$ cat src/hdl/rmae_pkg.sv
// Package for the reliable message ack engine: command and action codes,
// table entry and queue item types, and default sizes. No dependencies.
package rmae_pkg;

  localparam int PENDING_DEPTH_DEF = 16;
  localparam int SEEN_DEPTH_DEF    = 64;
  localparam int MAX_RESULTS       = 16;
  localparam logic [15:0] TIMEOUT_RESET = 16'd2;

  typedef enum logic [1:0] {
    CMD_SEND = 2'd0,
    CMD_ACK  = 2'd1,
    CMD_DATA = 2'd2,
    CMD_TICK = 2'd3
  } cmd_t;

  typedef enum logic [2:0] {
    ACT_TRANSMIT   = 3'd0,
    ACT_RETRANSMIT = 3'd1,
    ACT_ACK        = 3'd2,
    ACT_DELIVER    = 3'd3,
    ACT_FULL       = 3'd4
  } act_t;

  typedef struct packed {
    logic [15:0] seq;
    logic [7:0]  handle;
    logic [7:0]  peer;
    logic [31:0] stamp;
  } pend_t;

  typedef struct packed {
    cmd_t        cmd;
    logic [15:0] seq;
    logic [7:0]  handle;
    logic [7:0]  peer;
  } item_t;

  typedef struct packed {
    logic  valid;
    item_t item;
  } qhead_t;

  typedef enum logic [3:0] {
    ST_IDLE,
    ST_SEND,
    ST_ACK_RD,
    ST_ACK_CMP,
    ST_SH_RD,
    ST_SH_WR,
    ST_DAT_RD,
    ST_DAT_CMP,
    ST_DAT_NEW,
    ST_DAT_ACK,
    ST_TK_RD,
    ST_TK_CMP,
    ST_TK_FLUSH
  } state_t;

endpackage

$ cat src/hdl/rmae_ram.sv
// Generic single write, single read RAM with a registered read port.
// No dependencies.
module rmae_ram #(
  parameter int W = 8,
  parameter int D = 16
) (
  input  logic                         clk,
  input  logic                         we,
  input  logic [(D > 1 ? $clog2(D) : 1)-1:0] waddr,
  input  logic [W-1:0]                 wdata,
  input  logic                         re,
  input  logic [(D > 1 ? $clog2(D) : 1)-1:0] raddr,
  output logic [W-1:0]                 rdata
);

  logic [W-1:0] mem [D];

  always_ff @(posedge clk) begin
    if (we) begin
      mem[waddr] <= wdata;
    end
    if (re) begin
      rdata <= mem[raddr];
    end
  end

endmodule

$ cat src/hdl/rmae_front.sv
// Front end: accepts input items, classifies the command and queues them.
// Depends on rmae_pkg.
module rmae_front (
  input  logic               clk,
  input  logic               rst_n,
  input  logic               in_valid,
  input  logic [1:0]         in_command,
  input  logic [15:0]        in_seq_num,
  input  logic [7:0]         in_msg_handle,
  input  logic [7:0]         in_peer_id,
  output logic               in_stall,
  output rmae_pkg::qhead_t   head,
  input  logic               pop
);
  import rmae_pkg::*;

  item_t      ent_r [2];
  logic       wp_r, wp_nxt;
  logic       rp_r, rp_nxt;
  logic [1:0] cnt_r, cnt_nxt;
  logic       push;
  item_t      item_in;

  assign in_stall = (cnt_r == 2'd2);
  assign push     = in_valid && !in_stall;

  always_comb begin
    item_in.cmd    = cmd_t'(in_command);
    item_in.seq    = in_seq_num;
    item_in.handle = in_msg_handle;
    item_in.peer   = in_peer_id;
  end

  assign head.valid = (cnt_r != 2'd0);
  assign head.item  = ent_r[rp_r];

  always_comb begin
    wp_nxt  = push ? ~wp_r : wp_r;
    rp_nxt  = pop ? ~rp_r : rp_r;
    cnt_nxt = cnt_r + {1'b0, push} - {1'b0, pop};
  end

  always_ff @(posedge clk) begin
    if (!rst_n) begin
      wp_r  <= 1'b0;
      rp_r  <= 1'b0;
      cnt_r <= 2'd0;
    end else begin
      wp_r  <= wp_nxt;
      rp_r  <= rp_nxt;
      cnt_r <= cnt_nxt;
    end
  end

  always_ff @(posedge clk) begin
    if (push) begin
      ent_r[wp_r] <= item_in;
    end
  end

endmodule

$ cat src/hdl/rmae_back.sv
// Back end: sequencer that carries out queued commands over the pending and
// seen tables and drives the result register. Depends on rmae_pkg, rmae_ram.
module rmae_back #(
  parameter int PENDING_DEPTH = rmae_pkg::PENDING_DEPTH_DEF,
  parameter int SEEN_DEPTH    = rmae_pkg::SEEN_DEPTH_DEF
) (
  input  logic                 clk,
  input  logic                 rst_n,
  input  rmae_pkg::qhead_t     head,
  output logic                 pop,
  input  logic [15:0]          timeout,
  output logic                 out_valid,
  input  logic                 out_stall,
  output logic [2:0]           out_action,
  output logic [15:0]          out_seq,
  output logic [7:0]           out_handle,
  output logic [7:0]           out_peer,
  output logic                 out_last,
  output logic [$clog2(PENDING_DEPTH+1)-1:0] pend_cnt,
  output logic [$clog2(SEEN_DEPTH+1)-1:0]    seen_cnt
);
  import rmae_pkg::*;

  localparam int PIW = PENDING_DEPTH > 1 ? $clog2(PENDING_DEPTH) : 1;
  localparam int PCW = $clog2(PENDING_DEPTH + 1);
  localparam int SIW = SEEN_DEPTH > 1 ? $clog2(SEEN_DEPTH) : 1;
  localparam int SCW = $clog2(SEEN_DEPTH + 1);
  localparam int KW  = $clog2(MAX_RESULTS + 1);

  state_t        state_r, state_nxt;
  item_t         it_r, it_nxt;
  logic [PCW-1:0] pi_r, pi_nxt;
  logic [SCW-1:0] si_r, si_nxt;
  logic [KW-1:0]  k_r, k_nxt;
  logic [PCW-1:0] pcnt_r, pcnt_nxt;
  logic [SCW-1:0] scnt_r, scnt_nxt;
  logic [15:0]    nseq_r, nseq_nxt;
  logic [31:0]    now_r, now_nxt;
  logic           hold_v_r, hold_v_nxt;
  pend_t          hold_r, hold_nxt;
  logic           ov_r, ov_nxt;
  act_t           oact_r, oact_nxt;
  logic [15:0]    oseq_r, oseq_nxt;
  logic [7:0]     ohnd_r, ohnd_nxt;
  logic [7:0]     opeer_r, opeer_nxt;
  logic           olast_r, olast_nxt;

  // Pending table ports.
  logic           p_we, p_re;
  logic [PIW-1:0] p_waddr, p_raddr;
  logic [63:0]    p_wdata, p_rdata;
  pend_t          p_ent;
  // Seen table ports.
  logic           s_we, s_re;
  logic [SIW-1:0] s_waddr, s_raddr;
  logic [15:0]    s_rdata;

  logic        can_load;
  logic        p_match, s_match, due, pscan_end, sh_end;
  logic [31:0] age;
  logic [PCW-1:0] pj1;

  rmae_ram #(.W(64), .D(PENDING_DEPTH)) u_pend (
    .clk(clk), .we(p_we), .waddr(p_waddr), .wdata(p_wdata),
    .re(p_re), .raddr(p_raddr), .rdata(p_rdata)
  );

  rmae_ram #(.W(16), .D(SEEN_DEPTH)) u_seen (
    .clk(clk), .we(s_we), .waddr(s_waddr), .wdata(it_r.seq),
    .re(s_re), .raddr(s_raddr), .rdata(s_rdata)
  );

  assign p_ent     = pend_t'(p_rdata);
  assign can_load  = !ov_r || !out_stall;
  assign p_match   = (p_ent.seq == it_r.seq);
  assign s_match   = (s_rdata == it_r.seq);
  assign age       = now_r - p_ent.stamp;
  assign due       = (age >= {16'd0, timeout});
  assign pscan_end = (pi_r >= pcnt_r) || (k_r >= KW'(MAX_RESULTS));
  assign pj1       = pi_r + PCW'(1);
  assign sh_end    = (pj1 >= pcnt_r);

  // Next state.
  always_comb begin
    state_nxt = state_r;
    case (state_r)
      ST_IDLE: begin
        if (head.valid) begin
          case (head.item.cmd)
            CMD_SEND: state_nxt = ST_SEND;
            CMD_ACK:  state_nxt = ST_ACK_RD;
            CMD_DATA: state_nxt = ST_DAT_RD;
            CMD_TICK: state_nxt = ST_TK_RD;
            default:  state_nxt = ST_IDLE;
          endcase
        end
      end
      ST_SEND:    if (can_load) state_nxt = ST_IDLE;
      ST_ACK_RD:  state_nxt = (pi_r >= pcnt_r) ? ST_IDLE : ST_ACK_CMP;
      ST_ACK_CMP: state_nxt = p_match ? ST_SH_RD : ST_ACK_RD;
      ST_SH_RD:   state_nxt = sh_end ? ST_IDLE : ST_SH_WR;
      ST_SH_WR:   state_nxt = ST_SH_RD;
      ST_DAT_RD:  state_nxt = (si_r >= scnt_r) ? ST_DAT_NEW : ST_DAT_CMP;
      ST_DAT_CMP: state_nxt = s_match ? ST_DAT_ACK : ST_DAT_RD;
      ST_DAT_NEW: if (can_load) state_nxt = ST_DAT_ACK;
      ST_DAT_ACK: if (can_load) state_nxt = ST_IDLE;
      ST_TK_RD:   state_nxt = pscan_end ? ST_TK_FLUSH : ST_TK_CMP;
      ST_TK_CMP: begin
        if (!due || !hold_v_r || can_load) state_nxt = ST_TK_RD;
      end
      ST_TK_FLUSH: if (!hold_v_r || can_load) state_nxt = ST_IDLE;
      default:    state_nxt = ST_IDLE;
    endcase
  end

  // Datapath, table ports and result register.
  always_comb begin
    it_nxt     = it_r;
    pi_nxt     = pi_r;
    si_nxt     = si_r;
    k_nxt      = k_r;
    pcnt_nxt   = pcnt_r;
    scnt_nxt   = scnt_r;
    nseq_nxt   = nseq_r;
    now_nxt    = now_r;
    hold_v_nxt = hold_v_r;
    hold_nxt   = hold_r;
    ov_nxt     = ov_r && out_stall;
    oact_nxt   = oact_r;
    oseq_nxt   = oseq_r;
    ohnd_nxt   = ohnd_r;
    opeer_nxt  = opeer_r;
    olast_nxt  = olast_r;
    pop        = 1'b0;
    p_we       = 1'b0;
    p_re       = 1'b0;
    p_waddr    = pcnt_r[PIW-1:0];
    p_raddr    = pi_r[PIW-1:0];
    p_wdata    = {it_r.seq, it_r.handle, it_r.peer, now_r};
    s_we       = 1'b0;
    s_re       = 1'b0;
    s_waddr    = scnt_r[SIW-1:0];
    s_raddr    = si_r[SIW-1:0];

    case (state_r)
      ST_IDLE: begin
        if (head.valid) begin
          pop        = 1'b1;
          it_nxt     = head.item;
          pi_nxt     = '0;
          si_nxt     = '0;
          k_nxt      = '0;
          hold_v_nxt = 1'b0;
          if (head.item.cmd == CMD_TICK) begin
            now_nxt = now_r + 32'd1;
          end
        end
      end
      ST_SEND: begin
        if (can_load) begin
          ov_nxt    = 1'b1;
          oseq_nxt  = nseq_r;
          ohnd_nxt  = it_r.handle;
          opeer_nxt = it_r.peer;
          olast_nxt = 1'b1;
          if (pcnt_r >= PCW'(PENDING_DEPTH)) begin
            oact_nxt = ACT_FULL;
          end else begin
            oact_nxt = ACT_TRANSMIT;
            p_we     = 1'b1;
            p_wdata  = {nseq_r, it_r.handle, it_r.peer, now_r};
            pcnt_nxt = pcnt_r + PCW'(1);
            nseq_nxt = nseq_r + 16'd1;
          end
        end
      end
      ST_ACK_RD: begin
        p_re = (pi_r < pcnt_r);
      end
      ST_ACK_CMP: begin
        if (!p_match) begin
          pi_nxt = pi_r + PCW'(1);
        end
      end
      ST_SH_RD: begin
        if (sh_end) begin
          pcnt_nxt = pcnt_r - PCW'(1);
        end else begin
          p_re    = 1'b1;
          p_raddr = pj1[PIW-1:0];
        end
      end
      ST_SH_WR: begin
        p_we    = 1'b1;
        p_waddr = pi_r[PIW-1:0];
        p_wdata = p_rdata;
        pi_nxt  = pj1;
      end
      ST_DAT_RD: begin
        s_re = (si_r < scnt_r);
      end
      ST_DAT_CMP: begin
        if (!s_match) begin
          si_nxt = si_r + SCW'(1);
        end
      end
      ST_DAT_NEW: begin
        if (can_load) begin
          ov_nxt    = 1'b1;
          oseq_nxt  = it_r.seq;
          ohnd_nxt  = 8'd0;
          opeer_nxt = it_r.peer;
          olast_nxt = 1'b0;
          if (scnt_r < SCW'(SEEN_DEPTH)) begin
            oact_nxt = ACT_DELIVER;
            s_we     = 1'b1;
            scnt_nxt = scnt_r + SCW'(1);
          end else begin
            oact_nxt = ACT_FULL;
          end
        end
      end
      ST_DAT_ACK: begin
        if (can_load) begin
          ov_nxt    = 1'b1;
          oact_nxt  = ACT_ACK;
          oseq_nxt  = it_r.seq;
          ohnd_nxt  = 8'd0;
          opeer_nxt = it_r.peer;
          olast_nxt = 1'b1;
        end
      end
      ST_TK_RD: begin
        p_re = !pscan_end;
      end
      ST_TK_CMP: begin
        if (!due) begin
          pi_nxt = pi_r + PCW'(1);
        end else if (!hold_v_r || can_load) begin
          // The previous hit goes out now; it was not the last one.
          if (hold_v_r) begin
            ov_nxt    = 1'b1;
            oact_nxt  = ACT_RETRANSMIT;
            oseq_nxt  = hold_r.seq;
            ohnd_nxt  = hold_r.handle;
            opeer_nxt = hold_r.peer;
            olast_nxt = 1'b0;
          end
          p_we       = 1'b1;
          p_waddr    = pi_r[PIW-1:0];
          p_wdata    = {p_ent.seq, p_ent.handle, p_ent.peer, now_r};
          hold_v_nxt = 1'b1;
          hold_nxt   = p_ent;
          k_nxt      = k_r + KW'(1);
          pi_nxt     = pi_r + PCW'(1);
        end
      end
      ST_TK_FLUSH: begin
        if (hold_v_r && can_load) begin
          ov_nxt     = 1'b1;
          oact_nxt   = ACT_RETRANSMIT;
          oseq_nxt   = hold_r.seq;
          ohnd_nxt   = hold_r.handle;
          opeer_nxt  = hold_r.peer;
          olast_nxt  = 1'b1;
          hold_v_nxt = 1'b0;
        end
      end
      default: begin
      end
    endcase
  end

  always_ff @(posedge clk) begin
    if (!rst_n) begin
      state_r  <= ST_IDLE;
      pcnt_r   <= '0;
      scnt_r   <= '0;
      nseq_r   <= '0;
      now_r    <= '0;
      hold_v_r <= 1'b0;
      ov_r     <= 1'b0;
      k_r      <= '0;
      pi_r     <= '0;
      si_r     <= '0;
    end else begin
      state_r  <= state_nxt;
      pcnt_r   <= pcnt_nxt;
      scnt_r   <= scnt_nxt;
      nseq_r   <= nseq_nxt;
      now_r    <= now_nxt;
      hold_v_r <= hold_v_nxt;
      ov_r     <= ov_nxt;
      k_r      <= k_nxt;
      pi_r     <= pi_nxt;
      si_r     <= si_nxt;
    end
  end

  always_ff @(posedge clk) begin
    it_r    <= it_nxt;
    hold_r  <= hold_nxt;
    oact_r  <= oact_nxt;
    oseq_r  <= oseq_nxt;
    ohnd_r  <= ohnd_nxt;
    opeer_r <= opeer_nxt;
    olast_r <= olast_nxt;
  end

  assign out_valid  = ov_r;
  assign out_action = oact_r;
  assign out_seq    = oseq_r;
  assign out_handle = ohnd_r;
  assign out_peer   = opeer_r;
  assign out_last   = olast_r;
  assign pend_cnt   = pcnt_r;
  assign seen_cnt   = scnt_r;

endmodule

$ cat src/hdl/reliable_message_ack_engine.sv
// Each table is scanned one entry at a time through its single registered read port:
// a read state, then a compare state. A stalled result holds the sequencer until taken.
// Reset (synchronous, active low) clears counters, time, sequence and queue;
// the tables need no clearing pass since only entries below the counts are read.
module reliable_message_ack_engine #(
  parameter int PENDING_DEPTH = rmae_pkg::PENDING_DEPTH_DEF,
  parameter int SEEN_DEPTH    = rmae_pkg::SEEN_DEPTH_DEF
) (
  input  logic        clk,
  input  logic        rst_n,
  input  logic        in_valid,
  output logic        in_stall,
  input  logic [1:0]  in_command,
  input  logic [15:0] in_seq_num,
  input  logic [7:0]  in_msg_handle,
  input  logic [7:0]  in_peer_id,
  output logic        out_valid,
  input  logic        out_stall,
  output logic [2:0]  out_action,
  output logic [15:0] out_seq,
  output logic [7:0]  out_handle,
  output logic [7:0]  out_peer,
  output logic        out_last,
  input  logic        cfg_valid,
  output logic        cfg_ready,
  input  logic [15:0] cfg_data
);
  import rmae_pkg::*;

  qhead_t      head;
  logic        pop;
  logic [15:0] timeout_r;
  logic [$clog2(PENDING_DEPTH+1)-1:0] pend_cnt;
  logic [$clog2(SEEN_DEPTH+1)-1:0]    seen_cnt;

  // The timeout register accepts a transfer in any cycle; the user must see that it is only
  // written while the engine is idle, as the block itself does not enforce this.
  assign cfg_ready = 1'b1;

  always_ff @(posedge clk) begin
    if (!rst_n) begin
      timeout_r <= TIMEOUT_RESET;
    end else if (cfg_valid && cfg_ready) begin
      timeout_r <= cfg_data;
    end
  end

  // The front end queues up to two classified items so input transfers can continue while
  // the back end scans a table or waits on a stalled result.
  rmae_front u_front (
    .clk(clk), .rst_n(rst_n),
    .in_valid(in_valid), .in_command(in_command), .in_seq_num(in_seq_num),
    .in_msg_handle(in_msg_handle), .in_peer_id(in_peer_id),
    .in_stall(in_stall), .head(head), .pop(pop)
  );

  // The back end owns both tables, the sequence counter and the tick clock.
  rmae_back #(.PENDING_DEPTH(PENDING_DEPTH), .SEEN_DEPTH(SEEN_DEPTH)) u_back (
    .clk(clk), .rst_n(rst_n), .head(head), .pop(pop), .timeout(timeout_r),
    .out_valid(out_valid), .out_stall(out_stall), .out_action(out_action),
    .out_seq(out_seq), .out_handle(out_handle), .out_peer(out_peer),
    .out_last(out_last), .pend_cnt(pend_cnt), .seen_cnt(seen_cnt)
  );

`ifndef NO_ASSERTIONS
  // The pending table never holds more entries than it has room for.
  a_pend_bound: assert property (@(posedge clk) disable iff (!rst_n)
    pend_cnt <= ($clog2(PENDING_DEPTH+1))'(PENDING_DEPTH))
    else $error("pending count overflow");

  // Received sequence numbers are never forgotten.
  a_seen_mono: assert property (@(posedge clk) disable iff (!rst_n)
    1'b1 |=> seen_cnt >= $past(seen_cnt))
    else $error("seen count decreased");

  // An ack is always the final result of its data item.
  a_ack_last: assert property (@(posedge clk) disable iff (!rst_n)
    out_valid && (out_action == ACT_ACK) |-> out_last)
    else $error("ack not marked last");
`endif

endmodule

$ cat config.mk
export PLATFORM = sky130hd
export DESIGN_NAME = reliable_message_ack_engine
export DESIGN_NICKNAME = d
export VERILOG_FILES = /design/src/hdl/rmae_pkg.sv /design/src/hdl/rmae_ram.sv /design/src/hdl/rmae_front.sv /design/src/hdl/rmae_back.sv /design/src/hdl/reliable_message_ack_engine.sv
export SDC_FILE = /design/constraint.sdc
export NUM_CORES = 2
export LEC_CHECK = 0
export BUFFER_PORTS_ARGS = -buffer_cell sky130_fd_sc_hd__buf_2
export CAP_MARGIN = 20
export CORE_MARGIN = 10
export CORE_UTILIZATION = 44
export DETAILED_ROUTE_END_ITERATION = 12
export PLACE_DENSITY = 0.7
export SETUP_SLACK_MARGIN = 0.3
export SLEW_MARGIN = 0
export SYNTH_ARGS = -nofsm -noshare
export SYNTH_HDL_FRONTEND = slang
export SYNTH_HIERARCHICAL = 1
export SYNTH_SLANG_ARGS = --single-unit
$ cat constraint.sdc
create_clock -name clk -period 26.4 [get_ports clk]
set_input_delay 3.96 -clock clk [delete_from_list [all_inputs] [get_ports clk]]
set_output_delay 3.96 -clock clk [all_outputs]
set_load 0.01 [all_outputs]
==> metrics.csv <==
metric,value,unit
pin count of the biggest net entering global routing,133,
largest vdd supply drop,0.0812,mV
Seq pwr share,0.527,
Max Cap Viol,0,
# fillers,17301,
routed len/inst,26.6,um
detailed-route DRC error count,0,
sw frac,0.256,
PnR worst setup slack,18240,ps
clk sink count,2400,
Worst EP required,26860,ps
Avg Inst Size Synth,19.3,um^2
# H-tree levels,4,
PortBufs,92,
pre-CTS setup slack,17810,ps
CTS clock-pin slew for the worst setup and hold paths,60,ps
adder-cell area share of the yosys netlist,0.0102,
xor/xnor share of the synthesized area,0.0102,
Synth Instances,4960,
Power Density,84.3,mW/mm^2
Setup CP Type,flip-flop to flip-flop,
r2r startpoint,u_back/now_r[0],
"Clk Latency, worst-skew pair",870,ps
Max Freq,0.123,GHz
skew final,38.5,ps
Async SR Flop Fraction,0,
CTS Hold Buffers Added,0,
most frequent cells in the layout,"2,296 x edfxtp_1, 477 x mux4_2, 250 x nand2_1",
hold_sp,u_back/u_pend/rdata[47],
Post-synth EDFFs,2296,
synthesis-stage register bit count,2400,
Final Cycle Share,0.309,
post-route minimum period,8160,ps
Worst R2R Path Depth,25,
worst rel slew slack,0.241,
Final Wtd Congestion,0.857,
Cell Rows,171,
I/O pin cnt,94,
largest family of logic cells by synthesized area,multiplexers,
via density per instance,5.89,
sequential cell area fraction in the yosys report,0.741,
Setup Buffers After CTS,0,
Starting Density,0.442,
Detailed Route WL,219000,um
Hold Path Stages,0,
Nets,5309,
Synth cell types,91,
number of antenna violations at the first check in global routing,5,
Worst Setup Start Kind,flip-flop,
"Hold Vio Cnt, Final",0,
GRT overflow,0,
Clk pwr share,0.343,
outcome,"complete, no violations",
Reg area,0.0710,mm^2
Setup TNS,0,ps
total CTS buffers,220,
RSZ-0062 raised after global routing,false,
post-cts sizing count,0,
multi-input logic area,0.0233,mm^2
hpwl dp,128000,um
"Setup violations, final",0,
Clock Path Buffers,3,
YS warnings,6,
core footprint,0.217,mm^2
"Slew Viols, Final",0,
Critical Path Max Stage Delay,760,ps
die area,0.237,mm^2
Util after Layout,0.494,
Comb power frac,0.131,
top_reg_cell synth,edfxtp_1,
vias in the first global route,48360,
ANT nets after route,0,
Post-Synthesis Cell Area,0.0959,mm^2
Critical Path Most Common Cell,a21oi_1,
Area Overhead vs Synth,11.7,%
DRT Pass-1 Iters,5,
GR Util All Layers,0.182,
CP endpoint kind,flip-flop,
via count,48482,
RR Endpoint,u_back/u_pend/mem[5][21],
CTS tree,built,
drt first-iter violations,5564,
r2r setup slk,18240,ps
HP Class,flip-flop to flip-flop,
P_int,6.72,mW
mux cell area share after synthesis,0.139,
"commonest non-fill, non-tap cell in the layout",edfxtp_1,
compound-gate portion of the synthesized area,0.0409,
root buffer cell,clkbuf_16,
crit path DAT,8620,ps
post-synthesis simple-gate area fraction,0.0406,
Hold Path End,u_back/hold_r[47],
first-pass GRT wire length,327000,um
"Max stage delay cell, worst path",buf_4,
die height,487,um
share of layout cells above drive strength 1,0.225,
critical path peak fanout,41,
switching power,2.31,mW
Worst-Margin Slew,1140,ps
die width,487,um
Leak,34.1,nW
Synth Net Count,5092,
[final cells by class]
class / instances / share of cell area
Antenna cell: 6 / 0.000140
Inverter: 81 / 0.00284
Clock inverter: 129 / 0.0109
Tap cell: 2854 / 0.0333
Timing Repair Buffer: 241 / 0.0168
Multi-Input combinational cell: 2233 / 0.218
Sequential cell: 2400 / 0.663
Clock buffer: 285 / 0.0550
[sequential cells by signal, indices dropped and copies added, names as in the netlist, 7 cells and up, named ones only]
register / flops
u_front/ent_r: 68
u_back/si_r: 7
u_back/now_r: 32
timeout_r: 16
u_back/u_pend/rdata: 64
u_back/u_seen/mem: 1024
u_back/seen_cnt: 7
u_back/it_r: 32
u_back/nseq_r: 16
u_back/u_seen/rdata: 16
u_back/out_peer: 8
u_back/out_handle: 8
u_back/out_seq: 16
u_back/hold_r: 32
u_back/u_pend/mem: 1024
[through the flow]
| stage | hold slack [ps] | std cells | power [mW] | instance area (um^2) |
|---|---|---|---|---|
| 6_report | 447 | 8229 | 9.03 | 107000 |
| 5_1_grt | 458 | 8224 | 9.36 | 107000 |
| 4_1_cts | 442 | 8213 | 9.09 | 107000 |
| 3_5_place_dp | 433 | 7799 | 6.01 | 99800 |
| 3_3_place_gp | 430 | 7794 | 5.97 | 99800 |
| 2_1_floorplan | 420 | 4960 | 5.52 | 95900 |
[how the worst max path moves through the flow]
stage                                from                        to  slack (ps)  depth (start not counted)
after global placement          out_stall  u_back/u_pend/mem[5][17]       18010                         10
after global routing      u_back/now_r[0]  u_back/u_pend/mem[5][21]       17740                         25
after floorplan                 out_stall   u_back/u_pend/mem[0][0]       15800                          8
final                     u_back/now_r[0]  u_back/u_pend/mem[5][21]       18240                         25
after detailed placement        out_stall  u_back/u_pend/mem[5][30]       17810                         10
after CTS                 u_back/now_r[0]  u_back/u_pend/mem[5][23]       18240                         25
[cells in the mapped netlist (13+ instances only)]
cell	number	area, um^2
nand4_1	34	213
mux4_2	477	10700
xor2_1	18	158
mux2_2	58	653
clkbuf_1	121	454
or3_1	15	93.8
nor2b_1	68	425
inv_1	81	304
buf_6	29	327
a21oi_1	79	395
buf_4	24	180
edfxtp_1	2296	68900
mux2i_1	121	1210
a211oi_1	19	143
dfxtp_1	104	2080
ha_1	75	938
xnor2_1	94	823
mux2_4	31	465
nand2b_1	13	81.3
buf_1	16	60.1
a221oi_1	22	193
mux2_1	16	180
buf_2	45	225
a21boi_0	14	105
nand3_1	58	290
a311oi_1	13	114
nand2_1	251	942
a21o_1	14	105
and3_1	29	181
nor2_1	168	631
and2_1	70	438
a221o_1	13	130
nor3_1	22	110
o21ai_0	65	325
a22oi_1	208	1560
a31oi_1	17	106
[critical path: cells and delay by family (launching register included)]
| kind | cells | cell delay, ps |
|---|---|---|
| flops | 1 | 350 |
| buf+inv | 3 | 1150 |
| xor+xnor | 1 | 140 |
| fa+ha+maj | 3 | 950 |
| compound gates | 9 | 2170 |
| simple gates | 8 | 2290 |
| mux | 1 | 620 |
[cells by family after synthesis]
kind of cell / Yosys count
flops: 2400
simple gates: 789
mux: 705
compound gates: 549
buf+inv: 327
xor+xnor: 112
fa+ha+maj: 77
other cells: 1
[per-layer routing]
metal | wire length, um | global-route usage | vias up
met5 | 7 | 0 | -
met4 | 4920 | 0.0444 | 2
met3 | 17600 | 0.0362 | 294
met2 | 106000 | 0.291 | 2055
met1 | 90200 | 0.258 | 25468
li1 | - | - | 20663
[power groups by stage]
stage               sequential, mW  combinational [mW]  clock, mW
detailed placement            4.84                1.18          0
finish                        4.75                1.18       3.09
CTS                           4.76                1.18       3.15
global placement              4.83                1.14          0
global route                  4.77                1.28       3.32
floorplan                     4.89               0.627          0
Power figures use the tool's default switching activity.
